$ cat src/bal_pkg.sv
// Shared types, widths, constants and microcode encodings of the balance controller.
package bal_pkg;

  // Field and datapath widths.
  localparam int GAIN_W     = 26;
  localparam int DATA_W     = 16;
  localparam int DIST_W     = 10;
  localparam int DIFF_W     = 17;
  localparam int ERR_W      = 18;
  localparam int FILT_W     = 19;
  localparam int INTEG_W    = 15;
  localparam int TSPD_W     = 5;
  localparam int TURN_SPD_W = 8;
  localparam int OPB_W      = 30;
  localparam int PROD_W     = 56;
  localparam int ACC_W      = 48;
  localparam int UP_W       = 28;
  localparam int TURN_W     = 28;
  localparam int OUT_W      = 17;
  localparam int LIMIT_W    = 16;
  localparam int STEP_W     = 4;
  localparam int CFG_IDX_W  = 3;
  localparam int CFG_DATA_W = 26;

  // Filter coefficients, 0.3 and 0.7 in Q.16.
  localparam int FILT_NEW    = 19661;
  localparam int FILT_OLD    = 45875;
  localparam int INTEG_MAX   = 10000;
  localparam int NEAR_CM     = 30;
  localparam int TURN_MAX    = 60;
  localparam int TURN_STEP   = 20;
  localparam int AVOID_SPEED = 5;
  localparam int SPEED_MAX   = 10;
  localparam int DAMP_RESET  = 52429;

  // Configuration reset values.
  localparam int RST_ANGLE_KP      = -18350080;
  localparam int RST_ANGLE_KD      = -78643;
  localparam int RST_SPEED_KP      = 104858;
  localparam int RST_SPEED_KI      = 524;
  localparam int RST_TURN_KP       = 1966080;
  localparam int RST_TURN_KD_IDLE  = 39322;
  localparam int RST_BALANCE_ANGLE = 0;
  localparam int RST_DRIVE_LIMIT   = 7000;

  // Configuration register indexes.
  typedef enum logic [CFG_IDX_W-1:0] {
    REG_ANGLE_KP      = 3'd0,
    REG_ANGLE_KD      = 3'd1,
    REG_SPEED_KP      = 3'd2,
    REG_SPEED_KI      = 3'd3,
    REG_TURN_KP       = 3'd4,
    REG_TURN_KD_IDLE  = 3'd5,
    REG_BALANCE_ANGLE = 3'd6,
    REG_DRIVE_LIMIT   = 3'd7
  } cfg_reg_e;

  // Multiplier operand A (gain side).
  typedef enum logic [2:0] {
    A_AKP, A_AKD, A_SKP, A_SKI, A_TKP, A_DAMP, A_FNEW, A_FOLD
  } a_sel_e;

  // Multiplier operand B (signal side).
  typedef enum logic [2:0] {
    B_DIFF, B_PRATE, B_YAW, B_ERR, B_FILT, B_INTEG, B_TURNSPD, B_ACC
  } b_sel_e;

  // Truncating shift applied to the registered product.
  typedef enum logic [1:0] {
    SH_0, SH_16, SH_23
  } shift_e;

  // Accumulator operation.
  typedef enum logic [2:0] {
    ACC_NOP, ACC_LOAD, ACC_ADD, ACC_SUB, ACC_LDUP
  } acc_op_e;

  // Write-back target.
  typedef enum logic [2:0] {
    WB_NONE, WB_FILT, WB_INTEG, WB_UP, WB_TURN, WB_OUT
  } wb_e;

  // Sequencer next-step control.
  typedef enum logic [1:0] {
    J_NEXT, J_WAIT_IN, J_END
  } jump_e;

  typedef struct packed {
    a_sel_e  a_sel;
    b_sel_e  b_sel;
    shift_e  shift;
    acc_op_e acc_op;
    wb_e     wb;
    jump_e   jump;
  } uword_t;

  // Control bundle from the sequencer to the datapath.
  typedef struct packed {
    uword_t uw;
    logic   take;
    logic   out_load;
  } bal_ctl_t;

endpackage

$ cat src/bal_urom.sv
// Microcode ROM: one control word per step of the control-tick program.
module bal_urom import bal_pkg::*; (
  input  logic [STEP_W-1:0] step,
  output uword_t            uw
);

  // A product lands in prod, is truncated into tq, then accumulated.
  always_comb begin
    unique case (step)
      4'd0:  uw = '{A_AKP,  B_DIFF,    SH_0,  ACC_NOP,  WB_NONE,  J_WAIT_IN};
      // Filter terms: 0.3 * err and 0.7 * previous filter value.
      4'd1:  uw = '{A_FNEW, B_ERR,     SH_0,  ACC_NOP,  WB_NONE,  J_NEXT};
      4'd2:  uw = '{A_FOLD, B_FILT,    SH_0,  ACC_NOP,  WB_NONE,  J_NEXT};
      // Upright terms while the filter sum builds up.
      4'd3:  uw = '{A_AKP,  B_DIFF,    SH_0,  ACC_LOAD, WB_NONE,  J_NEXT};
      4'd4:  uw = '{A_AKD,  B_PRATE,   SH_23, ACC_ADD,  WB_NONE,  J_NEXT};
      4'd5:  uw = '{A_DAMP, B_YAW,     SH_16, ACC_LOAD, WB_FILT,  J_NEXT};
      4'd6:  uw = '{A_TKP,  B_TURNSPD, SH_16, ACC_ADD,  WB_INTEG, J_NEXT};
      // Speed terms, upright saved, turn built.
      4'd7:  uw = '{A_SKP,  B_FILT,    SH_16, ACC_LOAD, WB_UP,    J_NEXT};
      4'd8:  uw = '{A_SKI,  B_INTEG,   SH_16, ACC_ADD,  WB_NONE,  J_NEXT};
      4'd9:  uw = '{A_SKI,  B_INTEG,   SH_16, ACC_LOAD, WB_TURN,  J_NEXT};
      4'd10: uw = '{A_SKI,  B_INTEG,   SH_16, ACC_ADD,  WB_NONE,  J_NEXT};
      // Speed correction through the upright gain.
      4'd11: uw = '{A_AKP,  B_ACC,     SH_16, ACC_LDUP, WB_NONE,  J_NEXT};
      4'd12: uw = '{A_AKP,  B_ACC,     SH_16, ACC_NOP,  WB_NONE,  J_NEXT};
      4'd13: uw = '{A_AKP,  B_ACC,     SH_16, ACC_SUB,  WB_NONE,  J_NEXT};
      // Mix, clamp and load the output register.
      4'd14: uw = '{A_AKP,  B_ACC,     SH_16, ACC_NOP,  WB_OUT,   J_END};
      default: uw = '{A_AKP, B_DIFF,   SH_0,  ACC_NOP,  WB_NONE,  J_WAIT_IN};
    endcase
  end

endmodule

$ cat src/bal_seq.sv
// Step counter, microcode fetch and handshake control of the balance controller.
module bal_seq import bal_pkg::*; (
  input  logic     clk,
  input  logic     rst,
  input  logic     in_valid,
  output logic     in_stall,
  output logic     out_valid,
  input  logic     out_stall,
  output bal_ctl_t ctl
);

  logic [STEP_W-1:0] step;
  logic [STEP_W-1:0] step_next;
  uword_t            uw;
  logic              take;
  logic              hold;
  logic              out_load;

  bal_urom u_urom (
    .step (step),
    .uw   (uw)
  );

  // The input side is open only on the idle step.
  assign in_stall = (uw.jump != J_WAIT_IN);
  assign take     = in_valid && !in_stall;

  // The last step waits while an earlier result is still unclaimed.
  assign hold     = out_valid && out_stall;
  assign out_load = (uw.jump == J_END) && !hold;

  always_comb begin
    unique case (uw.jump)
      J_WAIT_IN: step_next = take ? step + 1'b1 : step;
      J_NEXT:    step_next = step + 1'b1;
      J_END:     step_next = hold ? step : '0;
      default:   step_next = '0;
    endcase
  end

  // Step counter and output valid flag.
  always_ff @(posedge clk) begin
    if (rst) begin
      step      <= '0;
      out_valid <= 1'b0;
    end else begin
      step <= step_next;
      if (out_load) begin
        out_valid <= 1'b1;
      end else if (out_valid && !out_stall) begin
        out_valid <= 1'b0;
      end
    end
  end

  assign ctl = '{uw: uw, take: take, out_load: out_load};

endmodule

$ cat src/bal_dpath.sv
// Datapath: configuration, command state, shared multiplier, accumulator and output mix.
module bal_dpath import bal_pkg::*; (
  input  logic                           clk,
  input  logic                           rst,
  input  bal_ctl_t                       ctl,
  input  logic                           cfg_write,
  input  logic [CFG_IDX_W-1:0]           cfg_index,
  input  logic [CFG_DATA_W-1:0]          cfg_data,
  input  logic signed [DATA_W-1:0]       pitch,
  input  logic signed [DATA_W-1:0]       pitch_rate,
  input  logic signed [DATA_W-1:0]       yaw_rate,
  input  logic signed [DATA_W-1:0]       wheel_count_left,
  input  logic signed [DATA_W-1:0]       wheel_count_right,
  input  logic                           go_forward,
  input  logic                           go_backward,
  input  logic                           steer_left,
  input  logic                           steer_right,
  input  logic                           avoid_mode,
  input  logic [DIST_W-1:0]              obstacle_distance,
  input  logic                           stop_request,
  output logic signed [OUT_W-1:0]        motor_left,
  output logic signed [OUT_W-1:0]        motor_right
);

  // Configuration registers.
  logic signed [GAIN_W-1:0]  angle_kp;
  logic signed [GAIN_W-1:0]  angle_kd;
  logic signed [GAIN_W-1:0]  speed_kp;
  logic signed [GAIN_W-1:0]  speed_ki;
  logic signed [GAIN_W-1:0]  turn_kp;
  logic signed [GAIN_W-1:0]  turn_kd_idle;
  logic signed [DATA_W-1:0]  balance_angle;
  logic [LIMIT_W-1:0]        drive_limit;

  // Controller state.
  logic signed [TSPD_W-1:0]     speed_cmd;
  logic signed [TURN_SPD_W-1:0] turn_cmd;
  logic signed [GAIN_W-1:0]     turn_damping;
  logic signed [FILT_W-1:0]     filt;
  logic signed [INTEG_W-1:0]    integ;

  // Per-tick operands captured at the input transfer.
  logic signed [DIFF_W-1:0] diff_q;
  logic signed [DATA_W-1:0] prate_q;
  logic signed [DATA_W-1:0] yaw_q;
  logic signed [ERR_W-1:0]  err_q;
  logic                     stop_q;

  // Command update results.
  logic signed [TSPD_W-1:0]     target_next;
  logic signed [TURN_SPD_W-1:0] turn_cmd_next;
  logic signed [GAIN_W-1:0]     turn_damping_next;
  logic signed [TSPD_W:0]       tsum;
  logic signed [TURN_SPD_W:0]   rsum;

  // Arithmetic pipeline.
  logic signed [GAIN_W-1:0] opa;
  logic signed [OPB_W-1:0]  opb;
  logic signed [PROD_W-1:0] prod;
  logic signed [ACC_W-1:0]  tq;
  logic signed [ACC_W-1:0]  acc;
  logic signed [UP_W-1:0]   up_q;
  logic signed [TURN_W-1:0] turn_q;
  logic signed [FILT_W:0]   isum;
  logic signed [INTEG_W-1:0] integ_next;
  logic signed [OUT_W-1:0]  lim;
  logic signed [ACC_W-1:0]  mix_left;
  logic signed [ACC_W-1:0]  mix_right;

  // Product divided by 2^16 or 2^23, rounded toward zero, or passed through unshifted.
  function automatic logic signed [PROD_W-1:0] prod_trunc(
    input logic signed [PROD_W-1:0] v,
    input shift_e                   sh
  );
    logic signed [PROD_W-1:0] bias;
    logic signed [PROD_W-1:0] r;
    unique case (sh)
      SH_16: begin
        bias = {{(PROD_W-16){1'b0}}, {16{v[PROD_W-1]}}};
        r    = (v + bias) >>> 16;
      end
      SH_23: begin
        bias = {{(PROD_W-23){1'b0}}, {23{v[PROD_W-1]}}};
        r    = (v + bias) >>> 23;
      end
      default: begin
        bias = '0;
        r    = v;
      end
    endcase
    return r;
  endfunction

  // Accumulator divided by 2^16, rounded toward zero.
  function automatic logic signed [ACC_W-1:0] acc_trunc16(
    input logic signed [ACC_W-1:0] v
  );
    logic signed [ACC_W-1:0] bias;
    bias = {{(ACC_W-16){1'b0}}, {16{v[ACC_W-1]}}};
    return (v + bias) >>> 16;
  endfunction

  // Symmetric clamp of a mixed drive value.
  function automatic logic signed [OUT_W-1:0] drive_clamp(
    input logic signed [ACC_W-1:0] v,
    input logic signed [OUT_W-1:0] l
  );
    logic signed [OUT_W-1:0] r;
    if (v > ACC_W'(l)) begin
      r = l;
    end else if (v < -ACC_W'(l)) begin
      r = -l;
    end else begin
      r = OUT_W'(v);
    end
    return r;
  endfunction

  // Configuration writes.
  always_ff @(posedge clk) begin
    if (rst) begin
      angle_kp      <= GAIN_W'(RST_ANGLE_KP);
      angle_kd      <= GAIN_W'(RST_ANGLE_KD);
      speed_kp      <= GAIN_W'(RST_SPEED_KP);
      speed_ki      <= GAIN_W'(RST_SPEED_KI);
      turn_kp       <= GAIN_W'(RST_TURN_KP);
      turn_kd_idle  <= GAIN_W'(RST_TURN_KD_IDLE);
      balance_angle <= DATA_W'(RST_BALANCE_ANGLE);
      drive_limit   <= LIMIT_W'(RST_DRIVE_LIMIT);
    end else if (cfg_write) begin
      unique case (cfg_reg_e'(cfg_index))
        REG_ANGLE_KP:      angle_kp      <= cfg_data;
        REG_ANGLE_KD:      angle_kd      <= cfg_data;
        REG_SPEED_KP:      speed_kp      <= cfg_data;
        REG_SPEED_KI:      speed_ki      <= cfg_data;
        REG_TURN_KP:       turn_kp       <= cfg_data;
        REG_TURN_KD_IDLE:  turn_kd_idle  <= cfg_data;
        REG_BALANCE_ANGLE: balance_angle <= cfg_data[DATA_W-1:0];
        REG_DRIVE_LIMIT:   drive_limit   <= cfg_data[LIMIT_W-1:0];
        default: ;
      endcase
    end
  end

  // Motion command from the obstacle range or the buttons.
  always_comb begin
    tsum = (go_forward || go_backward) ? (TSPD_W+1)'(speed_cmd) : '0;
    tsum = tsum + (go_forward ? (TSPD_W+1)'(1) : '0) - (go_backward ? (TSPD_W+1)'(1) : '0);
    rsum = (steer_left || steer_right) ? (TURN_SPD_W+1)'(turn_cmd) : '0;
    rsum = rsum - (steer_left ? (TURN_SPD_W+1)'(TURN_STEP) : '0)
                + (steer_right ? (TURN_SPD_W+1)'(TURN_STEP) : '0);
    if (avoid_mode) begin
      turn_damping_next = turn_damping;
      if (obstacle_distance < DIST_W'(NEAR_CM)) begin
        target_next   = '0;
        turn_cmd_next = TURN_SPD_W'(TURN_MAX);
      end else begin
        target_next   = TSPD_W'(AVOID_SPEED);
        turn_cmd_next = '0;
      end
    end else begin
      if (tsum > (TSPD_W+1)'(SPEED_MAX)) begin
        target_next = TSPD_W'(SPEED_MAX);
      end else if (tsum < -(TSPD_W+1)'(SPEED_MAX)) begin
        target_next = -TSPD_W'(SPEED_MAX);
      end else begin
        target_next = TSPD_W'(tsum);
      end
      if (rsum > (TURN_SPD_W+1)'(TURN_MAX)) begin
        turn_cmd_next = TURN_SPD_W'(TURN_MAX);
      end else if (rsum < -(TURN_SPD_W+1)'(TURN_MAX)) begin
        turn_cmd_next = -TURN_SPD_W'(TURN_MAX);
      end else begin
        turn_cmd_next = TURN_SPD_W'(rsum);
      end
      turn_damping_next = (!steer_left && !steer_right) ? turn_kd_idle : '0;
    end
  end

  // Integral accumulation with clamp and stop clear.
  always_comb begin
    isum = (FILT_W+1)'(filt) + (FILT_W+1)'(integ);
    if (stop_q) begin
      integ_next = '0;
    end else if (isum > (FILT_W+1)'(INTEG_MAX)) begin
      integ_next = INTEG_W'(INTEG_MAX);
    end else if (isum < -(FILT_W+1)'(INTEG_MAX)) begin
      integ_next = -INTEG_W'(INTEG_MAX);
    end else begin
      integ_next = INTEG_W'(isum);
    end
  end

  // Controller state registers.
  always_ff @(posedge clk) begin
    if (rst) begin
      speed_cmd    <= '0;
      turn_cmd     <= '0;
      turn_damping <= GAIN_W'(DAMP_RESET);
      filt         <= '0;
      integ        <= '0;
    end else begin
      if (ctl.take) begin
        speed_cmd    <= target_next;
        turn_cmd     <= turn_cmd_next;
        turn_damping <= turn_damping_next;
      end
      if (ctl.uw.wb == WB_FILT) begin
        filt <= FILT_W'(acc_trunc16(acc));
      end
      if (ctl.uw.wb == WB_INTEG) begin
        integ <= integ_next;
      end
    end
  end

  // Operand capture at the input transfer.
  always_ff @(posedge clk) begin
    if (ctl.take) begin
      diff_q  <= DIFF_W'(pitch) - DIFF_W'(balance_angle);
      prate_q <= pitch_rate;
      yaw_q   <= yaw_rate;
      err_q   <= ERR_W'(wheel_count_left) + ERR_W'(wheel_count_right)
               - ERR_W'(target_next);
      stop_q  <= stop_request;
    end
  end

  // Operand selection for the shared multiplier.
  always_comb begin
    unique case (ctl.uw.a_sel)
      A_AKP:   opa = angle_kp;
      A_AKD:   opa = angle_kd;
      A_SKP:   opa = speed_kp;
      A_SKI:   opa = speed_ki;
      A_TKP:   opa = turn_kp;
      A_DAMP:  opa = turn_damping;
      A_FNEW:  opa = GAIN_W'(FILT_NEW);
      A_FOLD:  opa = GAIN_W'(FILT_OLD);
      default: opa = '0;
    endcase
    unique case (ctl.uw.b_sel)
      B_DIFF:    opb = OPB_W'(diff_q);
      B_PRATE:   opb = OPB_W'(prate_q);
      B_YAW:     opb = OPB_W'(yaw_q);
      B_ERR:     opb = OPB_W'(err_q);
      B_FILT:    opb = OPB_W'(filt);
      B_INTEG:   opb = OPB_W'(integ);
      B_TURNSPD: opb = OPB_W'(turn_cmd);
      B_ACC:     opb = OPB_W'(acc);
      default:   opb = '0;
    endcase
  end

  // Multiply, truncate and accumulate, one stage each.
  always_ff @(posedge clk) begin
    prod <= PROD_W'(opa) * PROD_W'(opb);
    tq   <= ACC_W'(prod_trunc(prod, ctl.uw.shift));
    unique case (ctl.uw.acc_op)
      ACC_LOAD: acc <= tq;
      ACC_ADD:  acc <= acc + tq;
      ACC_SUB:  acc <= acc - tq;
      ACC_LDUP: acc <= ACC_W'(up_q);
      default:  acc <= acc;
    endcase
    if (ctl.uw.wb == WB_UP) begin
      up_q <= UP_W'(acc);
    end
    if (ctl.uw.wb == WB_TURN) begin
      turn_q <= TURN_W'(acc);
    end
  end

  // Drive mix: balance minus turn on the left, plus turn on the right.
  assign lim       = {1'b0, drive_limit};
  assign mix_left  = acc - ACC_W'(turn_q);
  assign mix_right = acc + ACC_W'(turn_q);

  always_ff @(posedge clk) begin
    if (ctl.out_load) begin
      motor_left  <= drive_clamp(mix_left, lim);
      motor_right <= drive_clamp(mix_right, lim);
    end
  end

endmodule

$ cat src/balance_robot_cascaded_pid.sv
// Top level of the cascaded upright, speed and turn controller for a two-wheel robot.
// One input transfer per control tick yields one pair of motor drives. The item is taken on
// the idle step, and 14 microcode steps then run all nine products through a single shared
// 26x30 multiplier, a truncation stage and one accumulator. The result waits in an output
// register, and the next item can be taken the cycle after the result is loaded; no new item
// is taken while a tick is in progress. When a result is still unclaimed as the next one
// completes, the last step holds until the output transfer. Configuration writes take effect
// by the next tick at the latest, and a write during a tick can change the tick in progress.
module balance_robot_cascaded_pid import bal_pkg::*; (
  input  logic                      clk,
  input  logic                      rst,
  input  logic                      cfg_write,
  input  logic [CFG_IDX_W-1:0]      cfg_index,
  input  logic [CFG_DATA_W-1:0]     cfg_data,
  input  logic                      in_valid,
  output logic                      in_stall,
  input  logic signed [DATA_W-1:0]  pitch,
  input  logic signed [DATA_W-1:0]  pitch_rate,
  input  logic signed [DATA_W-1:0]  yaw_rate,
  input  logic signed [DATA_W-1:0]  wheel_count_left,
  input  logic signed [DATA_W-1:0]  wheel_count_right,
  input  logic                      go_forward,
  input  logic                      go_backward,
  input  logic                      steer_left,
  input  logic                      steer_right,
  input  logic                      avoid_mode,
  input  logic [DIST_W-1:0]         obstacle_distance,
  input  logic                      stop_request,
  output logic                      out_valid,
  input  logic                      out_stall,
  output logic signed [OUT_W-1:0]   motor_left,
  output logic signed [OUT_W-1:0]   motor_right
);

  bal_ctl_t ctl;

  // Sequencer with microcode ROM.
  bal_seq u_seq (
    .clk       (clk),
    .rst       (rst),
    .in_valid  (in_valid),
    .in_stall  (in_stall),
    .out_valid (out_valid),
    .out_stall (out_stall),
    .ctl       (ctl)
  );

  // Arithmetic datapath.
  bal_dpath u_dpath (
    .clk               (clk),
    .rst               (rst),
    .ctl               (ctl),
    .cfg_write         (cfg_write),
    .cfg_index         (cfg_index),
    .cfg_data          (cfg_data),
    .pitch             (pitch),
    .pitch_rate        (pitch_rate),
    .yaw_rate          (yaw_rate),
    .wheel_count_left  (wheel_count_left),
    .wheel_count_right (wheel_count_right),
    .go_forward        (go_forward),
    .go_backward       (go_backward),
    .steer_left        (steer_left),
    .steer_right       (steer_right),
    .avoid_mode        (avoid_mode),
    .obstacle_distance (obstacle_distance),
    .stop_request      (stop_request),
    .motor_left        (motor_left),
    .motor_right       (motor_right)
  );

endmodule

$ cat config.mk
export PLATFORM = sky130hd
export DESIGN_NAME = balance_robot_cascaded_pid
export DESIGN_NICKNAME = d
export VERILOG_FILES = /design/src/bal_pkg.sv /design/src/bal_urom.sv /design/src/bal_seq.sv /design/src/bal_dpath.sv /design/src/balance_robot_cascaded_pid.sv
export SDC_FILE = /design/constraint.sdc
export NUM_CORES = 2
export LEC_CHECK = 0
export BUFFER_PORTS_ARGS = -buffer_cell sky130_fd_sc_hd__buf_2
export CORE_AREA = 2 2 399 440
export DETAILED_ROUTE_END_ITERATION = 12
export DIE_AREA = 0 0 401 442
export PLACE_DENSITY = 0.64
export SLEW_MARGIN = 20
export SYNTH_ARGS = -nofsm -noshare
export SYNTH_HDL_FRONTEND = slang
export SYNTH_SLANG_ARGS = --single-unit
$ cat constraint.sdc
create_clock -name clk -period 19.1 [get_ports clk]
set_input_delay 1.91 -clock clk [delete_from_list [all_inputs] [get_ports clk]]
set_output_delay 1.91 -clock clk [all_outputs]
set_load 0.005 [all_outputs]
==> impl_metrics.json <==
{
  "outcome": "finished clean",
  "crit_top_cell": "fa_1",
  "syn2layout_area_growth_pct": 8.71,
  "grt_max_degree": 205,
  "crit_path_end_kind": "flip-flop",
  "finish.net_count": 9545,
  "setup-tns-final_ns": 0,
  "first_pass_iters": 6,
  "post_cts_buffers": 0,
  "cpPeakStageDelay_ns": 0.85,
  "hp-start": "u_dpath.speed_cmd[3]$_SDFFE_PP0P_",
  "cts_tree": "done",
  "synth_top_cell_by_area": "fa_1",
  "cts_resized": 0,
  "r2r_cells": 34,
  "gr-total-overflow": 0,
  "num_rows": 160,
  "finalClockSkew_ns": 0.0401,
  "route.detailed.wl_per_inst_um": 21.7,
  "die_width_um": 401,
  "top_usage_layer": "met2",
  "dp_cells": 10200,
  "r2r_start": "u_seq.u_urom.uw[15]$_SDFF_PP0_",
  "slowest_stage": "nor2_2",
  "core_um2": 173000,
  "fill_cells": 16900,
  "port_buffers": 164,
  "cts_max_level": 3,
  "final_max_slew_viol_count": 0,
  "cp.required_ns": 19.68,
  "yosys.area.top_type_share_pct": 24.2,
  "synth_fp_nets": 9544,
  "syn_avg_cell_area_um2": 8.55,
  "layout_commonest_cell": "inv_1",
  "vias": 57900,
  "syn_inst": 8048,
  "use_met3_pct": 3.42,
  "wirelength_um": 226000,
  "crit_path_start": "u_seq.u_urom.uw[15]$_SDFF_PP0_",
  "yosys-top-cells-area": "fa_1, dfxtp_1, ha_1",
  "dieArea_um2": 177000,
  "holdCritPathClass": "flip-flop to flip-flop",
  "setup_viol": 0,
  "ctsLongestPathBuffers": 3,
  "path_class": "flip-flop to flip-flop",
  "antenna_found_initial": 7,
  "rsz0062_at_grt": "false",
  "grt_util_met1_pct": 31.6,
  "tightest_slew_ns": 1.16,
  "synth_edf_count": 206,
  "fmax_mhz": 84.0,
  "hold_viol": 0,
  "ios": 166,
  "clock_latency_ns": 0.70,
  "relSlewSlack_pct": 22.5,
  "track_usage_pct": 25.3,
  "path_clk_slew_ns": 0.06,
  "die_h_um": 442,
  "drv_cap": 0,
  "cp_max_fo": 40,
  "min_period_ns": 11.90,
  "final_cell_mix": "inv_1, nand2_1, fa_1",
  "synth_seq_cells": 592,
  "drive_gt1_share_pct": 7.16,
  "start_util_pct": 39.9,
  "startpoint_type": "flip-flop",
  "grt_pass1_wl_um": 349000,
  "async_flop_share_pct": 0,
  "final.period_utilization_pct": 62.3,
  "arrival_ns": 12.48,
  "viasPerCell": 5.58,
  "numCtsBuffers": 71,
  "dp_hpwl_um": 174000,
  "yosysSeqAreaShare_pct": 20.2,
  "drt_first_iter_violations": 4595,
  "synth-main-ff-cell": "dfxtp_1",
  "syn_area_um2": 68800,
  "antenna_left": 0,
  "clock_sinks": 592,
  "instances_no_fill": 10400,
  "drc": 0,
  "hold-path-cell-count": 2,
  "yosysWarningCount": 0,
  "hold_buffers": 0,
  "gp_congestion": 0.961,
  "yosys.cell_types.count": 105,
  "grt_pass1_vias": 59200,
  "root_buffer": "clkbuf_16",
  "use_met2_pct": 43.3
}
[stage by stage]
step                instance area (um2)  setup WS [ns]  util, %  hold slack [ns]
finish                            74800           7.20     43.3            0.451
detailed placement                72300           7.37     41.9            0.442
global placement                  72300           7.47     41.9            0.437
CTS                               74800           7.33     43.3            0.450
global route                      74800           6.72     43.3            0.470
floorplan                         68800           9.82        -            0.419
[cell families after synthesis]
kind of cell             synth area share, %
AND/OR/NAND/NOR                         16.3
multiplexers                            1.53
adder cells (fa/ha/maj)                 33.9
buffers and inverters                   8.46
XOR/XNOR                                4.67
flip-flops                              20.2
AO/OA/AOI/OAI                           14.9
[worst max-delay path, delay by kind of cell, from the launching register on]
family | cells | cell delay [ns]
adder cells (fa/ha/maj) | 8 | 4.04
AND/OR/NAND/NOR | 9 | 2.80
AO/OA/AOI/OAI | 7 | 2.56
buffers and inverters | 9 | 1.82
flip-flops | 1 | 0.33
XOR/XNOR | 1 | 0.13
[final cells by class]
cell class | instances | area [um2] | area share [%]
Multi-Input combinational cell | 5925 | 49400 | 66.0
Clock buffer | 95 | 1940 | 2.59
Sequential cell | 592 | 13900 | 18.6
Antenna cell | 3 | 7.51 | 0.0100
Inverter | 1151 | 4320 | 5.78
Clock inverter | 35 | 499 | 0.667
Tap cell | 2268 | 2840 | 3.79
Timing Repair Buffer | 308 | 1920 | 2.56
[metal layers]
layer  vias to the layer above  wire length (um)
met5                         -                 0
met4                         0             11800
met3                       525             14200
met2                      2061            109000
met1                     28800             90800
li1                      26500                 -
[state kept, by name, indices dropped and copies added, names as in the netlist, 28 cells and up]
register and count:
u_dpath.tq 48, u_dpath.acc 48, u_dpath.prod 56, u_dpath.turn_q 28, u_dpath.up_q 28
[cell usage after synthesis, types with 113 or more instances]
| cell | n |
|---|---|
| dfxtp_1 | 386 |
| nor3_1 | 113 |
| a21o_1 | 189 |
| nor2_1 | 625 |
| ha_1 | 536 |
| edfxtp_1 | 206 |
| o21ai_0 | 246 |
| xor2_1 | 130 |
| nand2_1 | 1127 |
| xnor2_1 | 237 |
| inv_1 | 1139 |
| clkbuf_1 | 322 |
| a21oi_1 | 540 |
| fa_1 | 830 |
[worst paths after layout]
kind | to | slack [ns]
worst max-delay path | u_dpath.prod[52]$_DFF_P_ | 7.20
worst min register to register | u_dpath.speed_cmd[3]$_SDFFE_PP0P_ | 0.45
worst min-delay path | u_dpath.speed_cmd[3]$_SDFFE_PP0P_ | 0.45
worst max register to register | u_dpath.prod[52]$_DFF_P_ | 7.20
Power is not shown: default switching activity piles up to over one toggle a cycle in this logic, so the estimate is an artifact.
